[src/rtl/msp_pkg.sv]
// ----------------------------------------------------------------------------
// msp_pkg
// Shared types and constants for the multicore slot placement block.
// ----------------------------------------------------------------------------
package msp_pkg;

  localparam int MAX_CORES = 16;
  localparam int MAX_SLOTS = 32;
  localparam int CORE_W    = $clog2(MAX_CORES);
  localparam int SLOT_W    = $clog2(MAX_SLOTS);
  localparam int CNT_W     = $clog2(MAX_CORES + 1);
  localparam int SCNT_W    = $clog2(MAX_SLOTS + 1);
  localparam int LEN_W     = 22;
  localparam int SPARE_W   = 25;

  localparam logic [1:0] ST_OK      = 2'd0;
  localparam logic [1:0] ST_NOCORES = 2'd1;
  localparam logic [1:0] ST_OVERLAP = 2'd2;
  localparam logic [1:0] ST_BADCORE = 2'd3;

  localparam logic [1:0] REG_CORES = 2'd0;
  localparam logic [1:0] REG_SLOT  = 2'd1;
  localparam logic [1:0] REG_SLOTS = 2'd2;

  typedef enum logic [3:0] {
    S_IDLE,
    S_RES_RD,
    S_RES_CHK,
    S_RES_DIV,
    S_PL_RD,
    S_PL_SCAN,
    S_PL_MUL,
    S_PL_CLASS,
    S_PL_PICK,
    S_OUT
  } state_t;

endpackage

[src/rtl/msp_ram.sv]
// ----------------------------------------------------------------------------
// msp_ram
// Generic single-port synchronous RAM with registered read.
// ----------------------------------------------------------------------------
module msp_ram #(
  parameter int WIDTH = 32,
  parameter int DEPTH = 16
) (
  input  logic                     clk,
  input  logic                     we,
  input  logic [$clog2(DEPTH)-1:0] addr,
  input  logic [WIDTH-1:0]         wdata,
  output logic [WIDTH-1:0]         rdata
);

  logic [WIDTH-1:0] mem [DEPTH];

  always_ff @(posedge clk) begin
    if (we) begin
      mem[addr] <= wdata;
    end
    rdata <= mem[addr];
  end

endmodule

[src/rtl/multicore_slot_placement_core.sv]
// ----------------------------------------------------------------------------
// multicore_slot_placement_core
// Busy-slot bitmap per core with reservation and best-fit core placement.
// ----------------------------------------------------------------------------
// The slot maps of all cores sit in one 16-entry RAM. After reset a clearing
// pass writes zero to every entry, one per cycle, so the block takes no
// request until the pass is done. A reserve request runs a 21-step bit-serial
// division of the execution time by the slot time, then a read and a
// check-and-write of the core's map. A place request takes each core in use
// in turn, reading, finding, scaling and classifying its free run, then picks
// one core at a time by a scan over registered per-core lengths; a stall on
// the result side holds it. A request refused on its fields alone answers
// straight from the idle state, in the cycle after it is taken. One result
// goes out per chosen core, and a new request is only taken once the last
// result of the previous one has left.
module multicore_slot_placement_core (
  input  logic        clk,
  input  logic        rst_n,
  input  logic        in_tvalid,
  output logic        in_tready,
  // action[0], start_slot[5:1], exec_time[26:6], cores_wanted[31:27],
  // core_select[35:32], zero[39:36]
  input  logic [39:0] in_tdata,
  output logic        out_tvalid,
  input  logic        out_tready,
  // core_id[3:0], spare_time[28:4], status[30:29], zero[31]
  output logic [31:0] out_tdata,
  output logic        out_tlast,
  input  logic        cfg_psel,
  input  logic        cfg_penable,
  input  logic        cfg_pwrite,
  input  logic [3:0]  cfg_paddr,
  input  logic [31:0] cfg_pwdata,
  output logic [31:0] cfg_prdata,
  output logic        cfg_pready
);
  import msp_pkg::*;

  // configuration
  logic [4:0]  cores_r;
  logic [15:0] slot_time_r;
  logic [5:0]  slots_r;
  logic [1:0]  cfg_idx;
  logic        cfg_wr;

  assign cfg_pready = 1'b1;
  assign cfg_idx    = cfg_paddr[3:2];
  assign cfg_wr     = cfg_psel && cfg_penable && cfg_pwrite;

  always_ff @(posedge clk) begin
    if (!rst_n) begin
      cores_r     <= 5'd16;
      slot_time_r <= 16'd1;
      slots_r     <= 6'd32;
    end else if (cfg_wr) begin
      case (cfg_idx)
        REG_CORES: cores_r     <= cfg_pwdata[4:0];
        REG_SLOT:  slot_time_r <= cfg_pwdata[15:0];
        REG_SLOTS: slots_r     <= cfg_pwdata[5:0];
        default: ;
      endcase
    end
  end

  always_comb begin
    case (cfg_idx)
      REG_CORES: cfg_prdata = {27'd0, cores_r};
      REG_SLOT:  cfg_prdata = {16'd0, slot_time_r};
      REG_SLOTS: cfg_prdata = {26'd0, slots_r};
      default:   cfg_prdata = 32'd0;
    endcase
  end

  // effective limits
  logic [CNT_W-1:0]  eff_c;
  logic [SCNT_W-1:0] eff_h;
  assign eff_c = (cores_r > 5'(MAX_CORES)) ? CNT_W'(MAX_CORES) : CNT_W'(cores_r);
  assign eff_h = (slots_r > 6'(MAX_SLOTS)) ? SCNT_W'(MAX_SLOTS) : SCNT_W'(slots_r);

  // request fields
  logic              f_action;
  logic [4:0]        f_start;
  logic [20:0]       f_exec;
  logic [4:0]        f_want;
  logic [3:0]        f_core;
  assign f_action = in_tdata[0];
  assign f_start  = in_tdata[5:1];
  assign f_exec   = in_tdata[26:6];
  assign f_want   = in_tdata[31:27];
  assign f_core   = in_tdata[35:32];

  // registers
  state_t             state_r, state_nxt;
  logic               clr_r, clr_nxt;
  logic [CORE_W-1:0]  clr_idx_r, clr_idx_nxt;
  logic [4:0]         start_r, start_nxt;
  logic [20:0]        exec_r, exec_nxt;
  logic [4:0]         want_r, want_nxt;
  logic [CNT_W-1:0]   core_r, core_nxt;
  logic [MAX_SLOTS-1:0] word_r, word_nxt;
  logic [SCNT_W-1:0]  run_r, run_nxt;
  logic [LEN_W-1:0]   len_r, len_nxt;
  logic [LEN_W-1:0]   lens_r [MAX_CORES];
  logic [MAX_CORES-1:0] fit_r, unc_r, used_r;
  logic [MAX_CORES-1:0] fit_nxt, unc_nxt, used_nxt;
  logic [CNT_W-1:0]   nfit_r, nfit_nxt, nunc_r, nunc_nxt;
  logic [CNT_W-1:0]   k_r, k_nxt;
  logic [SPARE_W-1:0] spare_r, spare_nxt;
  logic [20:0]        quo_r, quo_nxt;
  logic [15:0]        rem_r, rem_nxt;
  logic [4:0]         dstep_r, dstep_nxt;
  logic [CNT_W-1:0]   pidx_r, pidx_nxt;
  logic               pfound_r, pfound_nxt;
  logic [LEN_W-1:0]   pbest_r, pbest_nxt;
  logic [CORE_W-1:0]  pbi_r, pbi_nxt;
  logic               oval_r, oval_nxt;
  logic [3:0]         ocore_r, ocore_nxt;
  logic [SPARE_W-1:0] ospare_r, ospare_nxt;
  logic [1:0]         ostat_r, ostat_nxt;
  logic               olast_r, olast_nxt;

  // memory
  logic              ram_we;
  logic [CORE_W-1:0] ram_addr;
  logic [MAX_SLOTS-1:0] ram_wdata, ram_rdata;

  msp_ram #(.WIDTH(MAX_SLOTS), .DEPTH(MAX_CORES)) u_map (
    .clk   (clk),
    .we    (ram_we),
    .addr  (ram_addr),
    .wdata (ram_wdata),
    .rdata (ram_rdata)
  );

  // reserve range mask from start and slot count
  logic [SCNT_W:0]   res_end;
  logic [MAX_SLOTS-1:0] res_mask;
  logic [5:0]        nslots;
  always_comb begin
    if (exec_r == 21'd0) begin
      nslots = 6'd0;
    end else if (slot_time_r == 16'd0) begin
      nslots = 6'(MAX_SLOTS);
    end else begin
      nslots = (quo_r > 21'(MAX_SLOTS)) ? 6'(MAX_SLOTS) : 6'(quo_r);
    end
    res_end = (SCNT_W+1)'(start_r) + (SCNT_W+1)'(nslots);
    if (res_end > (SCNT_W+1)'(eff_h)) begin
      res_end = (SCNT_W+1)'(eff_h);
    end
    for (int j = 0; j < MAX_SLOTS; j++) begin
      res_mask[j] = ((SCNT_W+1)'(j) >= (SCNT_W+1)'(start_r)) &&
                    ((SCNT_W+1)'(j) < res_end);
    end
  end

  logic [16:0] div_trial;
  logic [16:0] rem_sh;
  logic [LEN_W-1:0] run_len;
  logic        in_acc;
  logic        out_acc;
  assign in_acc  = in_tvalid && in_tready;
  assign out_acc = out_tvalid && out_tready;
  assign in_tready = (state_r == S_IDLE) && !clr_r && !oval_r;

  always_comb begin
    state_nxt   = state_r;
    clr_nxt     = clr_r;
    clr_idx_nxt = clr_idx_r;
    start_nxt   = start_r;
    exec_nxt    = exec_r;
    want_nxt    = want_r;
    core_nxt    = core_r;
    word_nxt    = word_r;
    run_nxt     = run_r;
    len_nxt     = len_r;
    fit_nxt     = fit_r;
    unc_nxt     = unc_r;
    used_nxt    = used_r;
    nfit_nxt    = nfit_r;
    nunc_nxt    = nunc_r;
    k_nxt       = k_r;
    spare_nxt   = spare_r;
    quo_nxt     = quo_r;
    rem_nxt     = rem_r;
    dstep_nxt   = dstep_r;
    pidx_nxt    = pidx_r;
    pfound_nxt  = pfound_r;
    pbest_nxt   = pbest_r;
    pbi_nxt     = pbi_r;
    oval_nxt    = oval_r;
    ocore_nxt   = ocore_r;
    ospare_nxt  = ospare_r;
    ostat_nxt   = ostat_r;
    olast_nxt   = olast_r;
    ram_we      = 1'b0;
    ram_addr    = core_r[CORE_W-1:0];
    ram_wdata   = word_r;
    rem_sh      = {rem_r, quo_r[20]};
    div_trial   = rem_sh - {1'b0, slot_time_r};
    run_len     = LEN_W'(run_r);

    if (out_acc) begin
      oval_nxt = 1'b0;
    end

    case (state_r)
      S_IDLE: begin
        if (clr_r) begin
          ram_we    = 1'b1;
          ram_addr  = clr_idx_r;
          ram_wdata = '0;
          clr_idx_nxt = clr_idx_r + 1'b1;
          if (clr_idx_r == CORE_W'(MAX_CORES - 1)) begin
            clr_nxt = 1'b0;
          end
        end else if (in_acc) begin
          start_nxt = f_start;
          exec_nxt  = f_exec;
          want_nxt  = f_want;
          if (f_action) begin
            if (CNT_W'(f_core) >= eff_c) begin
              ocore_nxt = '0; ospare_nxt = '0; ostat_nxt = ST_BADCORE;
              olast_nxt = 1'b1; oval_nxt = 1'b1;
            end else begin
              core_nxt  = CNT_W'(f_core);
              // exec divided bit-serially by slot_time, rounded up afterwards
              quo_nxt   = f_exec;
              rem_nxt   = '0;
              dstep_nxt = '0;
              state_nxt = S_RES_DIV;
            end
          end else if (CNT_W'(f_want) > eff_c) begin
            ocore_nxt = '0; ospare_nxt = '0; ostat_nxt = ST_NOCORES;
            olast_nxt = 1'b1; oval_nxt = 1'b1;
          end else begin
            core_nxt = '0;
            fit_nxt  = '0;
            unc_nxt  = '0;
            used_nxt = '0;
            nfit_nxt = '0;
            nunc_nxt = '0;
            state_nxt = (eff_c == '0) ? S_PL_CLASS : S_PL_RD;
          end
        end
      end

      S_RES_DIV: begin
        // restoring division: quotient in quo_r, remainder in rem_r
        if (!div_trial[16]) begin
          rem_nxt = div_trial[15:0];
          quo_nxt = {quo_r[19:0], 1'b1};
        end else begin
          rem_nxt = rem_sh[15:0];
          quo_nxt = {quo_r[19:0], 1'b0};
        end
        dstep_nxt = dstep_r + 1'b1;
        if (dstep_r == 5'd20) begin
          state_nxt = S_RES_RD;
        end
      end

      S_RES_RD: begin
        // round up
        if (rem_r != '0) begin
          quo_nxt = quo_r + 1'b1;
        end
        state_nxt = S_RES_CHK;
      end

      S_RES_CHK: begin
        ocore_nxt = '0; ospare_nxt = '0; olast_nxt = 1'b1; oval_nxt = 1'b1;
        if ((ram_rdata & res_mask) != '0) begin
          ostat_nxt = ST_OVERLAP;
        end else begin
          ostat_nxt = ST_OK;
          ram_we    = 1'b1;
          ram_wdata = ram_rdata | res_mask;
        end
        state_nxt = S_IDLE;
      end

      S_PL_RD: begin
        state_nxt = S_PL_SCAN;
      end

      S_PL_SCAN: begin
        // free run: count free slots from start up to first busy or horizon
        word_nxt = ram_rdata;
        run_nxt  = '0;
        if (SCNT_W'(start_r) < eff_h && !ram_rdata[start_r]) begin
          for (int j = MAX_SLOTS - 1; j >= 0; j--) begin
            if (SCNT_W'(j) >= SCNT_W'(start_r) && (ram_rdata[j] ||
                SCNT_W'(j) >= eff_h)) begin
              run_nxt = SCNT_W'(j) - SCNT_W'(start_r);
            end
          end
          if (!(|(ram_rdata & ~((MAX_SLOTS)'(1) << start_r) &
                ({MAX_SLOTS{1'b1}} << start_r))) &&
              eff_h == SCNT_W'(MAX_SLOTS)) begin
            run_nxt = SCNT_W'(MAX_SLOTS) - SCNT_W'(start_r);
          end
          pfound_nxt = 1'b1;
        end else begin
          pfound_nxt = 1'b0;
        end
        state_nxt = S_PL_MUL;
      end

      S_PL_MUL: begin
        len_nxt   = LEN_W'(run_len * LEN_W'(slot_time_r));
        state_nxt = S_PL_CLASS;
        core_nxt  = core_r;
      end

      S_PL_CLASS: begin
        if (eff_c != '0 && core_r < eff_c) begin
          if (pfound_r) begin
            if ({1'b0, len_r} >= {2'b0, exec_r}) begin
              fit_nxt[core_r[CORE_W-1:0]] = 1'b1;
              nfit_nxt = nfit_r + 1'b1;
            end else if ((SCNT_W+1)'(start_r) + (SCNT_W+1)'(run_r) ==
                         (SCNT_W+1)'(eff_h)) begin
              unc_nxt[core_r[CORE_W-1:0]] = 1'b1;
              nunc_nxt = nunc_r + 1'b1;
            end
          end
          core_nxt = core_r + 1'b1;
        end
        if (eff_c != '0 && core_r + 1'b1 < eff_c) begin
          state_nxt = S_PL_RD;
        end else begin
          k_nxt     = '0;
          spare_nxt = '0;
          pidx_nxt  = '0;
          pfound_nxt = 1'b0;
          if ((CNT_W+1)'(nfit_nxt) + (CNT_W+1)'(nunc_nxt) < (CNT_W+1)'(want_r)) begin
            ocore_nxt = '0; ospare_nxt = '0; ostat_nxt = ST_NOCORES;
            olast_nxt = 1'b1; oval_nxt = 1'b1; state_nxt = S_IDLE;
          end else if (want_r == '0) begin
            ocore_nxt = '0; ospare_nxt = '0; ostat_nxt = ST_OK;
            olast_nxt = 1'b1; oval_nxt = 1'b1; state_nxt = S_IDLE;
          end else begin
            state_nxt = S_PL_PICK;
          end
        end
      end

      S_PL_PICK: begin
        // one core per cycle: shortest unused candidate, ties to lower core
        if (pidx_r < eff_c) begin
          if (((k_r < nfit_r) ? fit_r[pidx_r[CORE_W-1:0]] : unc_r[pidx_r[CORE_W-1:0]]) &&
              !used_r[pidx_r[CORE_W-1:0]] &&
              (!pfound_r || lens_r[pidx_r[CORE_W-1:0]] < pbest_r)) begin
            pfound_nxt = 1'b1;
            pbest_nxt  = lens_r[pidx_r[CORE_W-1:0]];
            pbi_nxt    = pidx_r[CORE_W-1:0];
          end
          pidx_nxt = pidx_r + 1'b1;
        end else begin
          state_nxt = S_OUT;
        end
      end

      S_OUT: begin
        if (!oval_r || out_acc) begin
          used_nxt[pbi_r] = 1'b1;
          ocore_nxt = 4'(pbi_r);
          ostat_nxt = ST_OK;
          if (k_r < nfit_r) begin
            spare_nxt = spare_r + SPARE_W'(pbest_r - LEN_W'(exec_r));
          end
          if (CNT_W'(k_r + 1'b1) == CNT_W'(want_r)) begin
            olast_nxt  = 1'b1;
            ospare_nxt = (k_r < nfit_r) ?
                         SPARE_W'(spare_r + SPARE_W'(pbest_r - LEN_W'(exec_r))) :
                         spare_r;
            state_nxt  = S_IDLE;
          end else begin
            olast_nxt  = 1'b0;
            ospare_nxt = '0;
            state_nxt  = S_PL_PICK;
          end
          oval_nxt   = 1'b1;
          k_nxt      = k_r + 1'b1;
          pidx_nxt   = '0;
          pfound_nxt = 1'b0;
        end
      end

      default: state_nxt = S_IDLE;
    endcase
  end

  always_ff @(posedge clk) begin
    if (!rst_n) begin
      state_r   <= S_IDLE;
      clr_r     <= 1'b1;
      clr_idx_r <= '0;
      oval_r    <= 1'b0;
    end else begin
      state_r   <= state_nxt;
      clr_r     <= clr_nxt;
      clr_idx_r <= clr_idx_nxt;
      oval_r    <= oval_nxt;
    end
  end

  always_ff @(posedge clk) begin
    start_r  <= start_nxt;
    exec_r   <= exec_nxt;
    want_r   <= want_nxt;
    core_r   <= core_nxt;
    word_r   <= word_nxt;
    run_r    <= run_nxt;
    len_r    <= len_nxt;
    fit_r    <= fit_nxt;
    unc_r    <= unc_nxt;
    used_r   <= used_nxt;
    nfit_r   <= nfit_nxt;
    nunc_r   <= nunc_nxt;
    k_r      <= k_nxt;
    spare_r  <= spare_nxt;
    quo_r    <= quo_nxt;
    rem_r    <= rem_nxt;
    dstep_r  <= dstep_nxt;
    pidx_r   <= pidx_nxt;
    pfound_r <= pfound_nxt;
    pbest_r  <= pbest_nxt;
    pbi_r    <= pbi_nxt;
    ocore_r  <= ocore_nxt;
    ospare_r <= ospare_nxt;
    ostat_r  <= ostat_nxt;
    olast_r  <= olast_nxt;
    if (state_r == S_PL_CLASS && core_r < eff_c) begin
      lens_r[core_r[CORE_W-1:0]] <= len_r;
    end
  end

  assign out_tvalid = oval_r;
  assign out_tdata  = {1'b0, ostat_r, ospare_r, ocore_r};
  assign out_tlast  = olast_r;

endmodule

[config.mk]
export PLATFORM = sky130hd
export DESIGN_NAME = multicore_slot_placement_core
export DESIGN_NICKNAME = d
export VERILOG_FILES = /design/src/rtl/msp_pkg.sv /design/src/rtl/msp_ram.sv /design/src/rtl/multicore_slot_placement_core.sv
export SDC_FILE = /design/constraint.sdc
export NUM_CORES = 2
export LEC_CHECK = 0
export ABC_CLOCK_PERIOD_IN_PS = 13250
export BUFFER_PORTS_ARGS = -buffer_cell sky130_fd_sc_hd__buf_2
export CORE_MARGIN = 3
export CORE_UTILIZATION = 40
export CTS_CLUSTER_DIAMETER = 40
export DETAILED_ROUTE_END_ITERATION = 10
export GPL_ROUTABILITY_DRIVEN = 0
export GPL_TIMING_DRIVEN = 0
export PLACE_DENSITY = 0.65
export SETUP_SLACK_MARGIN = 0.3
export SYNTH_ARGS = -nofsm -noshare
export SYNTH_HDL_FRONTEND = slang
export SYNTH_HIERARCHICAL = 1
export SYNTH_SLANG_ARGS = --single-unit
[constraint.sdc]
create_clock -name clk -period 13.25 [get_ports clk]
set_clock_uncertainty 0.2 [all_clocks]
set_input_delay 0.6625 -clock clk [delete_from_list [all_inputs] [get_ports clk]]
set_output_delay 0.6625 -clock clk [all_outputs]
set_load 0.01 [all_outputs]
==> impl_metrics.toml <==
[timing]
hold_viol = 0
grt_setup_unrepaired = "no"
setup_viol = 0
setup_ws_ns = 3.102
period_minus_slack_ns = 10.15
finalMaxSlewViolations = 0
maximum_frequency_from_static_timing_analysis_mhz = 98.54
worstMarginPinSlew_ns = 1.399
fin_setup_tns_ns = 0
timing.max_slew.rel_slack_pct = 5.995
final_worst_path_period_share_pct = 76.59

[worst_setup_path]
worst_path_max_stage_delay_ns = 0.78
cp.required_ns = 13.50
critical_path.startpoint_type = "flip-flop"
rrSetupSlack_ns = 3.10
criticalPathCategory = "flip-flop to flip-flop"
slowest_stage = "sky130_fd_sc_hd__nor3_2"
path_delay_family = "simple AND/OR/NAND/NOR gates"
critical_path.endpoint_type = "flip-flop"
critical_path_peak_fanout = 10
timing.critical_path.arrival_ns = 10.40
cp_num_buf_inv = 3

[placement]
hpwlAfterDp_mm = 126.8
port_buffer_cells = 107
place_ws_ns = 3.452
detailed_place.area_um2 = 66050

[synth]
post_synth_main_area_contributors = "sky130_fd_sc_hd__edfxtp_1 56%, sky130_fd_sc_hd__mux4_2 9.5%, sky130_fd_sc_hd__ha_1 4.8%, sky130_fd_sc_hd__dfxtp_1 2.4%, sky130_fd_sc_hd__nand2_1 2.3%"
synth_warn = 6
postSynthAreaPerCell_um2 = 13.60
synth_area_in_compound_gates_pct = 9.537
synth-edff-count = 1154
postSynthRegisterBits = 1227
yosysUniqueCellTypes = 94
synth_top_area_cell = "sky130_fd_sc_hd__edfxtp_1"
post_synth_and_or_nand_nor_area_fraction_pct = 8.938
synth_xor_xnor_area_share_pct = 2.045
synth_flop_cell = "sky130_fd_sc_hd__edfxtp_1"
netlist_instances = 4534
combinational_family_with_the_most_area_after_synthesis = "multiplexers"
async_reset_ff_share_pct = 0
post-synth-top-area-fraction_pct = 56.20
sequential_share_of_the_synthesized_area_pct = 58.57
cell_area_after_synthesis_um2 = 61660
synthMuxAreaShare_pct = 10.95
synth_fa_ha_area_share_pct = 6.895

[floorplanning]
floorplan.die.width_um = 398.6
boundaryPins = 151
std_cell_rows = 143
full_die_area_um2 = 158900
die_y_um = 398.6
start_util_pct = 40.40
fp.coreArea_um2 = 152600

[routing]
detail_route.wl_per_cell_um = 25.08
route.top_layer_used = "met5"
antenna_left = 0
m1WireLength_mm = 71.80
totalWireLength_mm = 177.6
vias = 41900
dr_wl_met3_mm = 18.54
met2RoutedLength_mm = 80.82
first_pass_iters = 9
post-route-drc-count = 0
vias_per_cell = 5.916
drt_first_iter_violations = 5744

[pwr]
p_leak_nw = 25.32
ir_drop_uv = 140.2
power_density_nw_per_um2 = 126.8
final_power_mw = 9.108

[cts]
clk_path_buf_depth = 3
ctsRootBufferMaster = "sky130_fd_sc_hd__clkbuf_16"
cts_tree = "built"
post_cts_setup_inserts = 0
clock_latency_ns = 0.80
ctsHtreeMaxLevel = 4
clkTransAtPathRegs_ns = 0.05
holdBufCountCts = 40
cts-buffers-inserted = 156
clkSinkCount = 1227
post_cts_resized = 0

[global_routing]
grt_max_degree = 28
grt_util_all_layers_pct = 22.01
antenna_violations_before_repair = 12
final_global_route_overflow_total = 0
vias_in_the_first_global_route = 40480
first_pass_grt_wire_length_mm = 261.5

[layout]
fillers = 13100
layout.nets = 5300
areaGrowthSynthToFinish_pct = 16.49
share_of_post_route_cells_with_drive_strength_above_1_pct = 16.50
final_common_cell = "sky130_fd_sc_hd__edfxtp_1"
layout.cells.most_common_list = "1,154 x sky130_fd_sc_hd__edfxtp_1, 384 x sky130_fd_sc_hd__nand2_1, 274 x sky130_fd_sc_hd__nor2_1"
final_design_area_excluding_fillers_um2 = 71830
post-route-util_pct = 47.07

[status]
outcome = "finished, final reports clean"

[run]
timing.max_cap.violations = 0

[hold_path]
min-delay-path-class = "primary input to flip-flop"
[through the flow]
step,hold slack [ns],instances
after global placement,0.2382,6687
after global routing,0.01792,7073
after detailed placement,0.2257,6744
final,0.04814,7083
after CTS,0.000003497,7068
after floorplan,0.2064,4550
[final timing paths]
kind              cells past startpoint         endpoint       startpoint
setup / recovery                     26  u_map/mem[0][4]       exec_r[13]
hold / removal                        3        core_r[1]     in_tdata[33]
setup reg to reg                     26  u_map/mem[0][4]       exec_r[13]
hold reg to reg                       0       word_r[30]  u_map/rdata[30]
[worst register-to-register path, stage by stage, from the launching register on]
cell                        delay (ns)
sky130_fd_sc_hd__edfxtp_1         0.41
sky130_fd_sc_hd__nor4_1           0.53
sky130_fd_sc_hd__nand4_1          0.51
sky130_fd_sc_hd__o221a_2          0.48
sky130_fd_sc_hd__and2_1           0.17
sky130_fd_sc_hd__ha_1             0.33
sky130_fd_sc_hd__and3_1           0.19
sky130_fd_sc_hd__a221o_1          0.37
sky130_fd_sc_hd__o22a_1           0.24
sky130_fd_sc_hd__a221oi_4         0.61
sky130_fd_sc_hd__ha_1             0.36
sky130_fd_sc_hd__nand3_1          0.11
sky130_fd_sc_hd__a21oi_1          0.05
sky130_fd_sc_hd__o31ai_2          0.47
sky130_fd_sc_hd__o21ai_4          0.21
sky130_fd_sc_hd__nor2_2           0.30
sky130_fd_sc_hd__buf_2            0.29
sky130_fd_sc_hd__a21oi_1          0.09
sky130_fd_sc_hd__a2111oi_0        0.61
sky130_fd_sc_hd__nand4_1          0.26
sky130_fd_sc_hd__nor4_4           0.72
sky130_fd_sc_hd__mux2i_1          0.16
sky130_fd_sc_hd__nor2_1           0.28
sky130_fd_sc_hd__or3b_2           0.62
sky130_fd_sc_hd__nor3_2           0.78
sky130_fd_sc_hd__buf_6            0.27
sky130_fd_sc_hd__buf_6            0.20
[report_power, final]
part           leakage (nW)  total (mW)  internal (mW)  switching, mW
Combinational          11.7       0.574          0.230          0.344
Sequential             11.1        4.34           4.25         0.0842
Clock                  2.52        4.19           2.47           1.73
[kinds of logic (layout without fill, tap and decap cells)]
kind of cell,count (synthesis),count (layout)
flops,1227,1227
simple gates,1167,1167
compound gates,894,894
buf+inv,452,943
mux,346,346
fa+ha+maj,302,302
xor+xnor,144,144
other cells,2,30
[flip-flops by register name, indices dropped and copies added, names as in the netlist, 21 cells and up, named ones only]
name	flops
u_map/mem	512
lens_r	352
u_map/rdata	32
word_r	32
ospare_r	25
spare_r	25
len_r	22
pbest_r	22
exec_r	21
quo_r	21
[synthesized netlist by cell type (all sizes together) (21+ instances only)]
library cell and count:
a211oi 21, a21boi 28, a21o 51, a21oi 264
a22oi 77, a31oi 42, and2 64, and3 32
buf 88, clkbuf 164, dfxtp 73, edfxtp 1154
fa 63, ha 239, inv 198, mux2i 77
mux4 260, nand2 385, nand2b 32, nand3 87
nand4 31, nor2 305, nor2b 47, nor3 75
nor4 31, o211ai 30, o21a 34, o21ai 148
o22ai 25, xnor2 101, xor2 43
[cell type report]
class                           count  area (um^2)  share of cell area [%]
Buffer                            252         1131                   1.575
Clock inverter                     94         1185                   1.650
Timing Repair Buffer              207         1929                   2.686
Sequential cell                  1227        36110                   50.28
Tap cell                         2030         2540                   3.536
Clock buffer                      190         4114                   5.727
Multi-Input combinational cell   2871        24040                   33.46
Inverter                          200        750.7                   1.045
Antenna cell                       12        30.03                 0.04180
[routing by layer]
layer	vias up	track usage (%)
met3	423	6.078
met4	8	7.105
met5	-	1.478
li1	18190	-
met1	21030	30.00
met2	2251	34.03
(Power assumes the default switching activity.)
